File: config.mk
export PLATFORM = sky130hd
export DESIGN_NAME = oversampled_sensor_calibrator
export DESIGN_NICKNAME = d
export VERILOG_FILES = /design/src/sv/osc_pkg.sv /design/src/sv/osc_accum.sv /design/src/sv/osc_serdiv.sv /design/src/sv/oversampled_sensor_calibrator.sv
export SDC_FILE = /design/constraint.sdc
export NUM_CORES = 1
export LEC_CHECK = 0
export BUFFER_PORTS_ARGS = -buffer_cell sky130_fd_sc_hd__buf_2
export CAP_MARGIN = 20
export CORE_UTILIZATION = 50
export DETAILED_ROUTE_END_ITERATION = 12
export PLACE_DENSITY_LB_ADDON = 0.12
export SETUP_SLACK_MARGIN = 0.05
export SLEW_MARGIN = 20
export SYNTH_ARGS = -nofsm -noshare
export SYNTH_HDL_FRONTEND = slang
export SYNTH_HIERARCHICAL = 1
export SYNTH_SLANG_ARGS = --single-unit
File: constraint.sdc
create_clock -name clk -period 17.8 [get_ports clk]
set_input_delay 2.67 -clock clk [delete_from_list [all_inputs] [get_ports clk]]
set_output_delay 2.67 -clock clk [all_outputs]
set_load 0.03 [all_outputs]
File: src/sv/osc_pkg.sv
// ----------------------------------------------------------------------------
// osc_pkg
// Shared types and constants of the oversampled sensor calibrator.
// ----------------------------------------------------------------------------
package osc_pkg;

  // Averaging window limits
  localparam logic [6:0] SAMPLES_MAX    = 7'd64;
  localparam logic [6:0] SAMPLES_MIN    = 7'd1;
  localparam logic [6:0] SAMPLES_RESET  = 7'd10;

  // Register indexes of the configuration port
  localparam logic [1:0] REG_SAMPLES    = 2'd0;
  localparam logic [1:0] REG_GAIN       = 2'd1;
  localparam logic [1:0] REG_OFFSET     = 2'd2;

  // Quotient bits produced by each division pass
  localparam logic [4:0] NORM_STEPS     = 5'd17;
  localparam logic [4:0] QUOT_STEPS     = 5'd31;

  localparam logic [31:0] SAT_POS       = 32'h7FFF_FFFF;
  localparam logic [31:0] SAT_NEG       = 32'h8000_0000;

  typedef enum logic [2:0] {
    ST_ACC,
    ST_NORM_LD,
    ST_NORM,
    ST_DIFF,
    ST_PREP,
    ST_QUOT,
    ST_DONE
  } state_t;

  typedef struct packed {
    logic load;
    logic step;
  } div_cmd_t;

endpackage

File: src/sv/osc_accum.sv
// ----------------------------------------------------------------------------
// osc_accum
// Running sample sum and count; flags the sample that closes a reading and
// holds the finished sum and sample count for the divider.
// ----------------------------------------------------------------------------
module osc_accum (
  input  logic        clk,
  input  logic        rst_n,
  input  logic        take,
  input  logic [9:0]  sample,
  input  logic [6:0]  samples_per_reading,
  output logic        complete,
  output logic [15:0] hold_sum,
  output logic [6:0]  hold_n
);

  logic [15:0] sum_r, sum_nxt;
  logic [5:0]  taken_r, taken_nxt;
  logic [15:0] hold_sum_r, hold_sum_nxt;
  logic [6:0]  hold_n_r, hold_n_nxt;
  logic [15:0] sum_now;
  logic [6:0]  n_now;
  logic [6:0]  target;

  assign sum_now = sum_r + {6'b0, sample};
  assign n_now   = {1'b0, taken_r} + 7'd1;

  always_comb begin
    if (samples_per_reading < osc_pkg::SAMPLES_MIN) begin
      target = osc_pkg::SAMPLES_MIN;
    end else if (samples_per_reading > osc_pkg::SAMPLES_MAX) begin
      target = osc_pkg::SAMPLES_MAX;
    end else begin
      target = samples_per_reading;
    end
  end

  // A lowered window closes the reading on the next sample
  assign complete = (n_now >= target);

  always_comb begin
    sum_nxt      = sum_r;
    taken_nxt    = taken_r;
    hold_sum_nxt = hold_sum_r;
    hold_n_nxt   = hold_n_r;
    if (take) begin
      if (complete) begin
        sum_nxt      = '0;
        taken_nxt    = '0;
        hold_sum_nxt = sum_now;
        hold_n_nxt   = n_now;
      end else begin
        sum_nxt   = sum_now;
        taken_nxt = n_now[5:0];
      end
    end
  end

  always_ff @(posedge clk) begin
    if (!rst_n) begin
      sum_r   <= '0;
      taken_r <= '0;
    end else begin
      sum_r   <= sum_nxt;
      taken_r <= taken_nxt;
    end
  end

  always_ff @(posedge clk) begin
    hold_sum_r <= hold_sum_nxt;
    hold_n_r   <= hold_n_nxt;
  end

  assign hold_sum = hold_sum_r;
  assign hold_n   = hold_n_r;

endmodule

File: src/sv/osc_serdiv.sv
// ----------------------------------------------------------------------------
// osc_serdiv
// Restoring divider, one quotient bit per cycle while cmd.step is set. Dividend bits shift out of
// the top of the quotient register while quotient bits shift in below.
// ----------------------------------------------------------------------------
module osc_serdiv (
  input  logic               clk,
  input  osc_pkg::div_cmd_t  cmd,
  input  logic [31:0]        rem_init,
  input  logic [30:0]        quo_init,
  input  logic [31:0]        divisor,
  output logic [30:0]        quo
);

  logic [31:0] rem_r, rem_nxt;
  logic [30:0] quo_r, quo_nxt;
  logic [31:0] dv_r, dv_nxt;
  logic [32:0] trial;
  logic [32:0] diff;
  logic        fits;

  assign trial = {rem_r, quo_r[30]};
  assign diff  = trial - {1'b0, dv_r};
  assign fits  = (trial >= {1'b0, dv_r});

  always_comb begin
    rem_nxt = rem_r;
    quo_nxt = quo_r;
    dv_nxt  = dv_r;
    if (cmd.load) begin
      rem_nxt = rem_init;
      quo_nxt = quo_init;
      dv_nxt  = divisor;
    end else if (cmd.step) begin
      // remainder stays below the divisor, so 32 bits suffice
      rem_nxt = fits ? diff[31:0] : trial[31:0];
      quo_nxt = {quo_r[29:0], fits};
    end
  end

  always_ff @(posedge clk) begin
    rem_r <= rem_nxt;
    quo_r <= quo_nxt;
    dv_r  <= dv_nxt;
  end

  assign quo = quo_r;

endmodule

File: src/sv/oversampled_sensor_calibrator.sv
// ----------------------------------------------------------------------------
// oversampled_sensor_calibrator
// Averages converter samples and emits one calibrated Q16.16 reading per
// window: (sum / (n * 1023) - offset_coeff) / gain_coeff, truncated toward
// zero and saturated to 32 bits; a zero gain gives 0 with divide_error set.
// Samples that do not close a window are taken back to back. The sample
// that closes it starts a reading in the shared one-bit-per-cycle divider:
// 17 steps for the normalised average and 31 for the gain division
// (skipped when the result saturates; a zero gain skips both and goes
// straight to the output register). No sample is taken while a reading
// is in progress; one may be taken while a finished reading waits.
// ----------------------------------------------------------------------------
module oversampled_sensor_calibrator (
  input  logic        clk,
  input  logic        rst_n,
  input  logic        in_valid,
  output logic        in_ready,
  input  logic [9:0]  in_sample,
  output logic        out_valid,
  input  logic        out_ready,
  output logic signed [31:0] out_calibrated_value,
  output logic        out_divide_error,
  input  logic        cfg_we,
  input  logic [1:0]  cfg_index,
  input  logic [31:0] cfg_wdata
);

  osc_pkg::state_t   state_r, state_nxt;
  osc_pkg::div_cmd_t div_cmd;

  logic [6:0]  spr_r, spr_nxt;
  logic [31:0] gain_r, gain_nxt;
  logic [31:0] offset_r, offset_nxt;

  logic [4:0]  cnt_r, cnt_nxt;
  logic [33:0] diff_r, diff_nxt;
  logic        neg_r, neg_nxt;
  logic        ovf_r, ovf_nxt;
  logic        out_valid_r, out_valid_nxt;
  logic [31:0] out_val_r, out_val_nxt;
  logic        out_err_r, out_err_nxt;

  logic        take;
  logic        complete;
  logic [15:0] hold_sum;
  logic [6:0]  hold_n;
  logic [16:0] n_scaled;
  logic [31:0] rem_init;
  logic [30:0] quo_init;
  logic [31:0] divisor;
  logic [30:0] quo;
  logic [33:0] diff_neg;
  logic [31:0] abs_diff;
  logic [31:0] abs_gain;
  logic        gain_zero;
  logic        out_load;
  logic [31:0] mag;
  logic [31:0] result;

  assign in_ready  = (state_r == osc_pkg::ST_ACC);
  assign take      = in_valid && in_ready;
  assign gain_zero = (gain_r == '0);
  assign out_load  = (state_r == osc_pkg::ST_DONE) && (!out_valid_r || out_ready);

  osc_accum u_accum (
    .clk                 (clk),
    .rst_n               (rst_n),
    .take                (take),
    .sample              (in_sample),
    .samples_per_reading (spr_r),
    .complete            (complete),
    .hold_sum            (hold_sum),
    .hold_n              (hold_n)
  );

  osc_serdiv u_div (
    .clk      (clk),
    .cmd      (div_cmd),
    .rem_init (rem_init),
    .quo_init (quo_init),
    .divisor  (divisor),
    .quo      (quo)
  );

  // n * 1023 as n * 1024 - n
  assign n_scaled = {hold_n, 10'b0} - {10'b0, hold_n};

  assign diff_neg = -diff_r;
  assign abs_diff = diff_r[33] ? diff_neg[31:0] : diff_r[31:0];
  assign abs_gain = gain_r[31] ? (-gain_r) : gain_r;

  // Saturation iff |diff| * 2^16 / |gain| >= 2^31, i.e. |diff| >= |gain| * 2^15
  assign ovf_nxt = (state_r == osc_pkg::ST_PREP) ?
                   ({15'b0, abs_diff} >= {abs_gain, 15'b0}) : ovf_r;

  always_comb begin
    if (state_r == osc_pkg::ST_NORM_LD) begin
      // sum * 2^16: top bits preload the remainder, the rest shifts in
      rem_init = {17'b0, hold_sum[15:1]};
      quo_init = {hold_sum[0], 30'b0};
      divisor  = {15'b0, n_scaled};
    end else begin
      rem_init = {15'b0, abs_diff[31:15]};
      quo_init = {abs_diff[14:0], 16'b0};
      divisor  = abs_gain;
    end
  end

  // Configuration writes
  always_comb begin
    spr_nxt    = spr_r;
    gain_nxt   = gain_r;
    offset_nxt = offset_r;
    if (cfg_we) begin
      unique case (cfg_index)
        osc_pkg::REG_SAMPLES: spr_nxt    = cfg_wdata[6:0];
        osc_pkg::REG_GAIN:    gain_nxt   = cfg_wdata;
        osc_pkg::REG_OFFSET:  offset_nxt = cfg_wdata;
        default: ;
      endcase
    end
  end

  // Next state
  always_comb begin
    state_nxt = state_r;
    unique case (state_r)
      osc_pkg::ST_ACC: begin
        if (take && complete) begin
          state_nxt = gain_zero ? osc_pkg::ST_DONE : osc_pkg::ST_NORM_LD;
        end
      end
      osc_pkg::ST_NORM_LD: state_nxt = osc_pkg::ST_NORM;
      osc_pkg::ST_NORM: begin
        if (cnt_r == osc_pkg::NORM_STEPS - 5'd1) begin
          state_nxt = osc_pkg::ST_DIFF;
        end
      end
      osc_pkg::ST_DIFF: state_nxt = osc_pkg::ST_PREP;
      osc_pkg::ST_PREP: state_nxt = ovf_nxt ? osc_pkg::ST_DONE : osc_pkg::ST_QUOT;
      osc_pkg::ST_QUOT: begin
        if (cnt_r == osc_pkg::QUOT_STEPS - 5'd1) begin
          state_nxt = osc_pkg::ST_DONE;
        end
      end
      osc_pkg::ST_DONE: begin
        if (out_load) begin
          state_nxt = osc_pkg::ST_ACC;
        end
      end
      default: state_nxt = osc_pkg::ST_ACC;
    endcase
  end

  // Sequencer outputs
  always_comb begin
    div_cmd.load = 1'b0;
    div_cmd.step = 1'b0;
    cnt_nxt      = cnt_r;
    unique case (state_r) inside
      osc_pkg::ST_NORM_LD: begin
        div_cmd.load = 1'b1;
        cnt_nxt      = '0;
      end
      osc_pkg::ST_PREP: begin
        div_cmd.load = !ovf_nxt;
        cnt_nxt      = '0;
      end
      osc_pkg::ST_NORM, osc_pkg::ST_QUOT: begin
        div_cmd.step = 1'b1;
        cnt_nxt      = cnt_r + 5'd1;
      end
      default: ;
    endcase
  end

  // Offset subtraction and quotient sign
  always_comb begin
    diff_nxt = diff_r;
    neg_nxt  = neg_r;
    if (state_r == osc_pkg::ST_DIFF) begin
      diff_nxt = {17'b0, quo[16:0]} - {{2{offset_r[31]}}, offset_r};
      neg_nxt  = diff_nxt[33] ^ gain_r[31];
    end
  end

  // Result formatting
  assign mag = {1'b0, quo};
  always_comb begin
    if (gain_zero) begin
      result = '0;
    end else if (ovf_r) begin
      result = neg_r ? osc_pkg::SAT_NEG : osc_pkg::SAT_POS;
    end else begin
      result = neg_r ? (-mag) : mag;
    end
  end

  always_comb begin
    out_valid_nxt = out_valid_r;
    out_val_nxt   = out_val_r;
    out_err_nxt   = out_err_r;
    if (out_load) begin
      out_valid_nxt = 1'b1;
      out_val_nxt   = result;
      out_err_nxt   = gain_zero;
    end else if (out_ready) begin
      out_valid_nxt = 1'b0;
    end
  end

  always_ff @(posedge clk) begin
    if (!rst_n) begin
      state_r     <= osc_pkg::ST_ACC;
      cnt_r       <= '0;
      ovf_r       <= 1'b0;
      out_valid_r <= 1'b0;
      spr_r       <= osc_pkg::SAMPLES_RESET;
      gain_r      <= '0;
      offset_r    <= '0;
    end else begin
      state_r     <= state_nxt;
      cnt_r       <= cnt_nxt;
      ovf_r       <= ovf_nxt;
      out_valid_r <= out_valid_nxt;
      spr_r       <= spr_nxt;
      gain_r      <= gain_nxt;
      offset_r    <= offset_nxt;
    end
  end

  always_ff @(posedge clk) begin
    diff_r    <= diff_nxt;
    neg_r     <= neg_nxt;
    out_val_r <= out_val_nxt;
    out_err_r <= out_err_nxt;
  end

  assign out_valid            = out_valid_r;
  assign out_calibrated_value = out_val_r;
  assign out_divide_error     = out_err_r;

  // A divide error always carries a zero value
  a_err_zero: assert property (@(posedge clk) disable iff (!rst_n)
    out_valid && out_divide_error |-> out_calibrated_value == '0)
    else $error("divide error with non-zero value");

  // The closing sample of a window starts a reading or goes straight to output
  a_close_starts: assert property (@(posedge clk) disable iff (!rst_n)
    take && complete |=> (state_r == osc_pkg::ST_NORM_LD) || (state_r == osc_pkg::ST_DONE))
    else $error("closing sample did not start a reading");

  // The gain division never runs once saturation has been detected
  a_quot_no_ovf: assert property (@(posedge clk) disable iff (!rst_n)
    state_r == osc_pkg::ST_QUOT |-> !ovf_r)
    else $error("gain division running on a saturated reading");

  // Step counter stays within the normalisation pass length
  a_norm_cnt: assert property (@(posedge clk) disable iff (!rst_n)
    state_r == osc_pkg::ST_NORM |-> cnt_r < osc_pkg::NORM_STEPS)
    else $error("normalisation step count overrun");

endmodule
# --- After elaboration in Yosys (flattened, before gate mapping) ---
# Index checks and enable logic that the tools add are counted.
totals:
  memories: 0
  wordCells: 97
  out_inout_bits: 35
  latch_bits: 0
  mem_bits_rw: 0
  mem_bits_ro: 0
  regBits: 288
op_classes:
  multipliers: 0
  magnitude_cmp: 5
  add_sub_neg: 9
  div_mod_pow: 0
  n_eq_ne: 14
  bitwise: 1
  n_shift: 0
  n_reduce_logical: 19
  muxes: 30
ops:
  columns: ["op", "n"]
  rows:
  - ["2-to-1 mux 32 bit", 8]
  - ["2-to-1 mux 31 bit", 3]
  - ["negation 32 bit", 2]
  - ["greater-or-equal comparator 32 x 47 -> 1 bit", 1]
  - ["2-to-1 mux 17 bit", 2]
  - ["greater-or-equal comparator 33 x 32 -> 1 bit", 1]
  - ["subtractor 18 x 32 -> 33 bit", 1]
  - ["zero test 32 bit", 1]
  - ["negation 31 -> 32 bit", 1]
  - ["subtractor 32 bit", 1]
  - ["one-hot mux 3 bit (7 select lines)", 1]
  - ["subtractor 17 x 7 -> 17 bit", 1]
  - ["adder 16 x 10 -> 16 bit", 1]
  - ["2-to-1 mux 16 bit", 1]
  - ["2-to-1 mux 3 bit", 5]
  - ["2-to-1 mux 7 bit", 2]
  - ["equality test 5 bit (second input constant)", 2]
  - ["one-hot mux 5 bit (2 select lines)", 1]
  - ["equality test 3 bit (second input constant)", 3]
  - ["AND reduction 2 bit", 4]
  - ["adder 6 x 1 -> 7 bit (second input constant)", 1]
  - ["greater-or-equal comparator 7 bit", 1]
  - ["> comparator 7 bit (second input constant)", 1]
  - ["less-than comparator 7 x 1 -> 1 bit (second input constant)", 1]
  - ["other kinds (20)", 32]

# --- Logic depth before layout (Yosys ltp) ---
logic_depth:
  depth_word: 7
  mapped_depth: 23
  ltp_nobuf: 20

# --- Modules after synthesis ---
# The synthesis kept the hierarchy.
by_module_without_submodules:
  columns: ["module", "instances", "seq_area_each_um2", "area_each_um2", "cells_per_inst"]
  rows:
  - ["oversampled_sensor_calibrator", 1, 3633.5, 10601.4, 1343]
  - ["osc_serdiv", 1, 2852.7, 5967.0, 561]
  - ["osc_accum", 1, 1131.1, 2502.4, 252]

# --- Worst setup path after synthesis ---
# OpenSTA, ideal clock, no wires.
synth_path:
  kind: "register -> register"
  start: "reg diff_r[12]"
  end: "reg u_div.quo_r[0], in the netlist u_div/quo[0], enable pin"
  required_ns: 17.406
  arrival_time_ns: 6.528
  path_slack_ns: 10.878
  stages_incl_launch_ff: 21
  path_buffers: 4
  path_cell_list: "edfxtp_1 > clkbuf_1 > or4_1 > or4_1 > or3_1 > or2_2 > o41ai_1 > xnor2_1 > ha_1 > a21o_1 > a21o_1 > a21oi_1 > o21ai_0 > a211o_1 > o21a_1 > nand3_1 > a21o_1 > clkbuf_1 > clkbuf_1 > clkbuf_1 > or2_2"
synth_rtl:
  columns: ["element", "line_no", "rtl"]
  rows:
  - ["from (decl)", "oversampled_sensor_calibrator.sv:36", "logic [33:0] diff_r, diff_nxt;"]
  - ["from (signal assigned)", "oversampled_sensor_calibrator.sv:233", "diff_r <= diff_nxt;"]
  - ["to (signal assigned)", "osc_serdiv.sv:43", "quo_r <= quo_nxt;"]
  - ["to (decl)", "osc_serdiv.sv:16", "logic [30:0] quo_r, quo_nxt;"]

==> impl_summary.md <==
Placed design
The total of buffers placed on input and output ports is 83. Routability-driven placement finished with a final weighted congestion of 0.889. The half-perimeter wire length of the detailed placement result is 38.2 mm. The instance area after placement is 19900 um2.

STA
Setup violations remaining at the end of the flow were counted as 0. In the final timing run, aggregate negative setup slack is 0 ns. The clock arrives with 0.0171 ns of skew. Dividing the final minimum period by the clock period gives 39.3%. The normalized max-slew margin is 32.2%. The maximum frequency from static timing analysis is 0.143 GHz. For the finished layout, the period the worst path requires is 7.00 ns. The number of max-slew violations in the final report came to 0. The number of endpoints with negative hold slack in the final report is 0. The transition time at the pin with the least slew margin is 1.01 ns. The worst hold slack after final layout is 0.455 ns. Setup repair after global routing left no endpoint under its margin.

Critical path
The arrival time at the worst endpoint is 7.27 ns. STA classifies the critical path endpoint as a register. The maximum fanout along the worst path is 27. The startpoint kind of the worst setup timing path is a register.

The critical path start-end classification is register to register. The required time at the worst-slack endpoint is 18.07 ns.

Pwr
The leakage power is 0.00798 uW. The clock power share is 40.9%. In this run, flip-flops and latches consume 44.8% of the power. The net switching power of the design is 439 uW.

IR analysis of the VDD net gives a maximum drop of 0.0861 mV. The power per cell area is 80.4 nW/um2. Overall power consumption after layout is estimated at 1690 uW. The combinational group share of total power is 14.3%.

Of the total power, the share spent switching nets is 26.0%. Internal power comes to 1250 uW.

Clocking
For this design, the sink count on the clock tree is 288. Clock-pin slew was measured on the worst setup and hold paths at 0.06 ns. For this design, the CTS-stage hold fixing added 0 buffers. Clock tree synthesis selected as its root buffer the cell sky130_fd_sc_hd__clkbuf_16. For the worst-skew pair, the clock arrives at the later sink with an insertion delay of 0.52 ns.

The number of H-tree levels is 2. The CTS tree is built. The clock passes through at most 3 buffers. Post-CTS repair changed the size of 0 cells. Once the clock tree was built, the setup fixing pass inserted 0 buffers.

The number of buffers inserted during clock tree synthesis is 34.

Yosys
Counting flops with a built-in enable in the synthesized netlist gives 185. Each instance of the synthesized netlist takes up on average 8.85 um2. The proportion of netlist area held by the largest area contributor is 29.1%.

For this run, the number of Yosys warnings is 6. In the post-synthesis netlist, the biggest area contributors are sky130_fd_sc_hd__edfxtp_1, sky130_fd_sc_hd__dfxtp_1, sky130_fd_sc_hd__ha_1. Of all cell types, the one taking the most synthesized area is sky130_fd_sc_hd__edfxtp_1. Synthesis produced a netlist whose cell count is 2156. Yosys instantiated no cell more often than sky130_fd_sc_hd__nand2_1. For this run, the register share of the synthesized area comes to 39.9%.

The synthesized netlist occupies a cell area of 19100 um2. In the synthesized netlist, the cells that appear most often are sky130_fd_sc_hd__nand2_1, sky130_fd_sc_hd__nor2_1, sky130_fd_sc_hd__edfxtp_1. Yosys mapped the design onto 92 distinct sky130hd cell types. Counting flops and latches in the post-synthesis netlist gives 288. Among all flip-flop cells after synthesis, the most frequent one is sky130_fd_sc_hd__edfxtp_1.

Of all flip-flops after synthesis, the portion carrying an async set or reset was 0%.

Drt
The number of vias after detailed routing is 15900. In this run, the number of DRC markers left after iteration 0 of detailed routing was 1284. In the final routed layout, each cell accounts on average for 18.7 um. The number of DRC violations after detailed routing is 0. The count of nets left with antenna violations once routing finished came out at 0.

Using the TritonRoute via totals, the vias-per-cell ratio works out to 5.82. The length of the first detailed-routing pass in iterations is 5. For this block, the routed nets add up to 51.2 mm of wire.

Min path
The path class of the lowest-slack min-delay path is register to register.

Floorplanning
In this run the vertical extent of the chip is 197 um. The initial core utilization is 50.8%. The number of core rows is 71.

The floorplan step defined a core boundary enclosing 37600 um2. The die area is 38900 um2. In this run the count of I/O pins placed on the die edge is 84. From left edge to right edge, the die measures 197 um.

Finish
The share of cells above drive strength 1 is 10.5%. The post-route cell area is 21000 um2. Relative to the synthesized area, the layout overhead comes to 9.92%. The repair_antennas step left the layout with diodes totalling 0.

After the last flow step, the layout net total stands at 2341. The final standard cell utilization of the core is 55.8%.

Run status
The flow ran to the end, and the final reports show no timing, DRC or antenna violations.

GRT
The via count of the first global-routing pass came to 14700. Global routing finished with a remaining overflow of 0. The global-route wire length before repair is 80.5 mm.

The largest net degree at the start of global routing is 77. The initial antenna violation count is 0. The overall fraction of global-route tracks in use is 26.3%.

Run
The count of maximum capacitance violations is 0.
worst max-delay path, stage by stage (launching register included):
cell                        delay [ns]
sky130_fd_sc_hd__edfxtp_1         0.48
sky130_fd_sc_hd__nor4_1           0.82
sky130_fd_sc_hd__nand4b_1         0.47
sky130_fd_sc_hd__nor4_1           0.55
sky130_fd_sc_hd__nand2_1          0.18
sky130_fd_sc_hd__o31a_1           0.32
sky130_fd_sc_hd__xor2_1           0.16
sky130_fd_sc_hd__ha_1             0.31
sky130_fd_sc_hd__nand4_1          0.14
sky130_fd_sc_hd__nor3_1           0.33
sky130_fd_sc_hd__and3_1           0.22
sky130_fd_sc_hd__o211ai_1         0.10
sky130_fd_sc_hd__a2111oi_0        0.81
sky130_fd_sc_hd__o21a_1           0.23
sky130_fd_sc_hd__nand3_1          0.13
sky130_fd_sc_hd__a21o_4           0.37
sky130_fd_sc_hd__inv_1            0.36
sky130_fd_sc_hd__buf_4            0.39
sky130_fd_sc_hd__mux2_2           0.37
registers in the layout (all words and copies together), names as in the netlist:
signal,flops
gain_r,32
diff_r,33
state_r,3
u_div/rem_r,32
out_calibrated_value,32
u_accum/hold_n,7
neg_r,1
offset_r,32
u_div/dv_r,32
out_divide_error,1
ovf_r,1
u_accum/taken_r,6
cnt_r,5
u_accum/hold_sum,16
u_div/quo,31
spr_r,7
out_valid,1
u_accum/sum_r,16
cell families after synthesis:
family | share of synthesized area [%]
other cells | 0.0197
simple gates | 21.9
compound gates | 17.1
mux | 3.84
flops | 39.9
buf+inv | 4.74
fa+ha+maj | 6.29
xor+xnor | 6.15
stage by stage:
step	worst slack, ns	std cells
global route	10.28	2734
global placement	11.27	2673
detailed placement	10.93	2673
CTS	10.87	2734
floorplan	10.88	2186
finish	10.80	2734
layout by cell type, fill, tap and decap left out, types with 31 or more instances in the layout:
master / netlist / routed
sky130_fd_sc_hd__a21oi_1: 178 / 178
sky130_fd_sc_hd__xnor2_1: 70 / 70
sky130_fd_sc_hd__o21ai_0: 70 / 70
sky130_fd_sc_hd__ha_1: 91 / 91
sky130_fd_sc_hd__inv_1: 93 / 92
sky130_fd_sc_hd__nand2_1: 251 / 251
sky130_fd_sc_hd__conb_1: 1 / 31
sky130_fd_sc_hd__nand2b_1: 35 / 35
sky130_fd_sc_hd__nand3_1: 60 / 60
sky130_fd_sc_hd__mux2_2: 41 / 41
sky130_fd_sc_hd__nor2_1: 242 / 241
sky130_fd_sc_hd__dfxtp_1: 103 / 102
sky130_fd_sc_hd__buf_2: 9 / 83
sky130_fd_sc_hd__nor3_1: 37 / 35
sky130_fd_sc_hd__xor2_1: 64 / 64
sky130_fd_sc_hd__edfxtp_1: 185 / 185
sky130_fd_sc_hd__clkbuf_16: 0 / 37
cell type report:
type	instances	area, um2
clock buffers	48	991
fillers	3429	16600
repair buffers	102	558
well taps	511	639
inverters	94	353
multi-input cells	1678	10700
flip-flops and latches	288	7620
clock inverters	13	114
power by group through the flow:
stage / sequential (uW) / combinational, uW / clock (uW)
after global placement: 769 / 234 / 0
final: 755 / 242 / 689
after detailed placement: 769 / 237 / 0
after global routing: 757 / 267 / 728
after floorplan: 760 / 182 / 0
after CTS: 755 / 239 / 704
final timing paths:
check                     from        endpoint  slack [ns]  cells past startpoint
setup / recovery     diff_r[3]  u_div/rem_r[0]       10.80                     18
hold / removal    offset_r[10]    offset_r[10]        0.46                      2
setup reg to reg     diff_r[3]  u_div/rem_r[0]       10.80                     18
hold reg to reg   offset_r[10]    offset_r[10]        0.46                      2
routing by layer:
metal / part of all wire (%) / vias to the layer above / wire length (um) / GRT usage (%)
met5: 0 / - / 0 / 0
met4: 3.1 / 0 / 1560 / 8.90
met3: 5.6 / 90 / 2860 / 3.35
met2: 43 / 457 / 22100 / 40.1
met1: 48 / 7502 / 24600 / 38.4
li1: - / 7874 / - / -
Note: power is estimated with default switching activity, not from simulation.
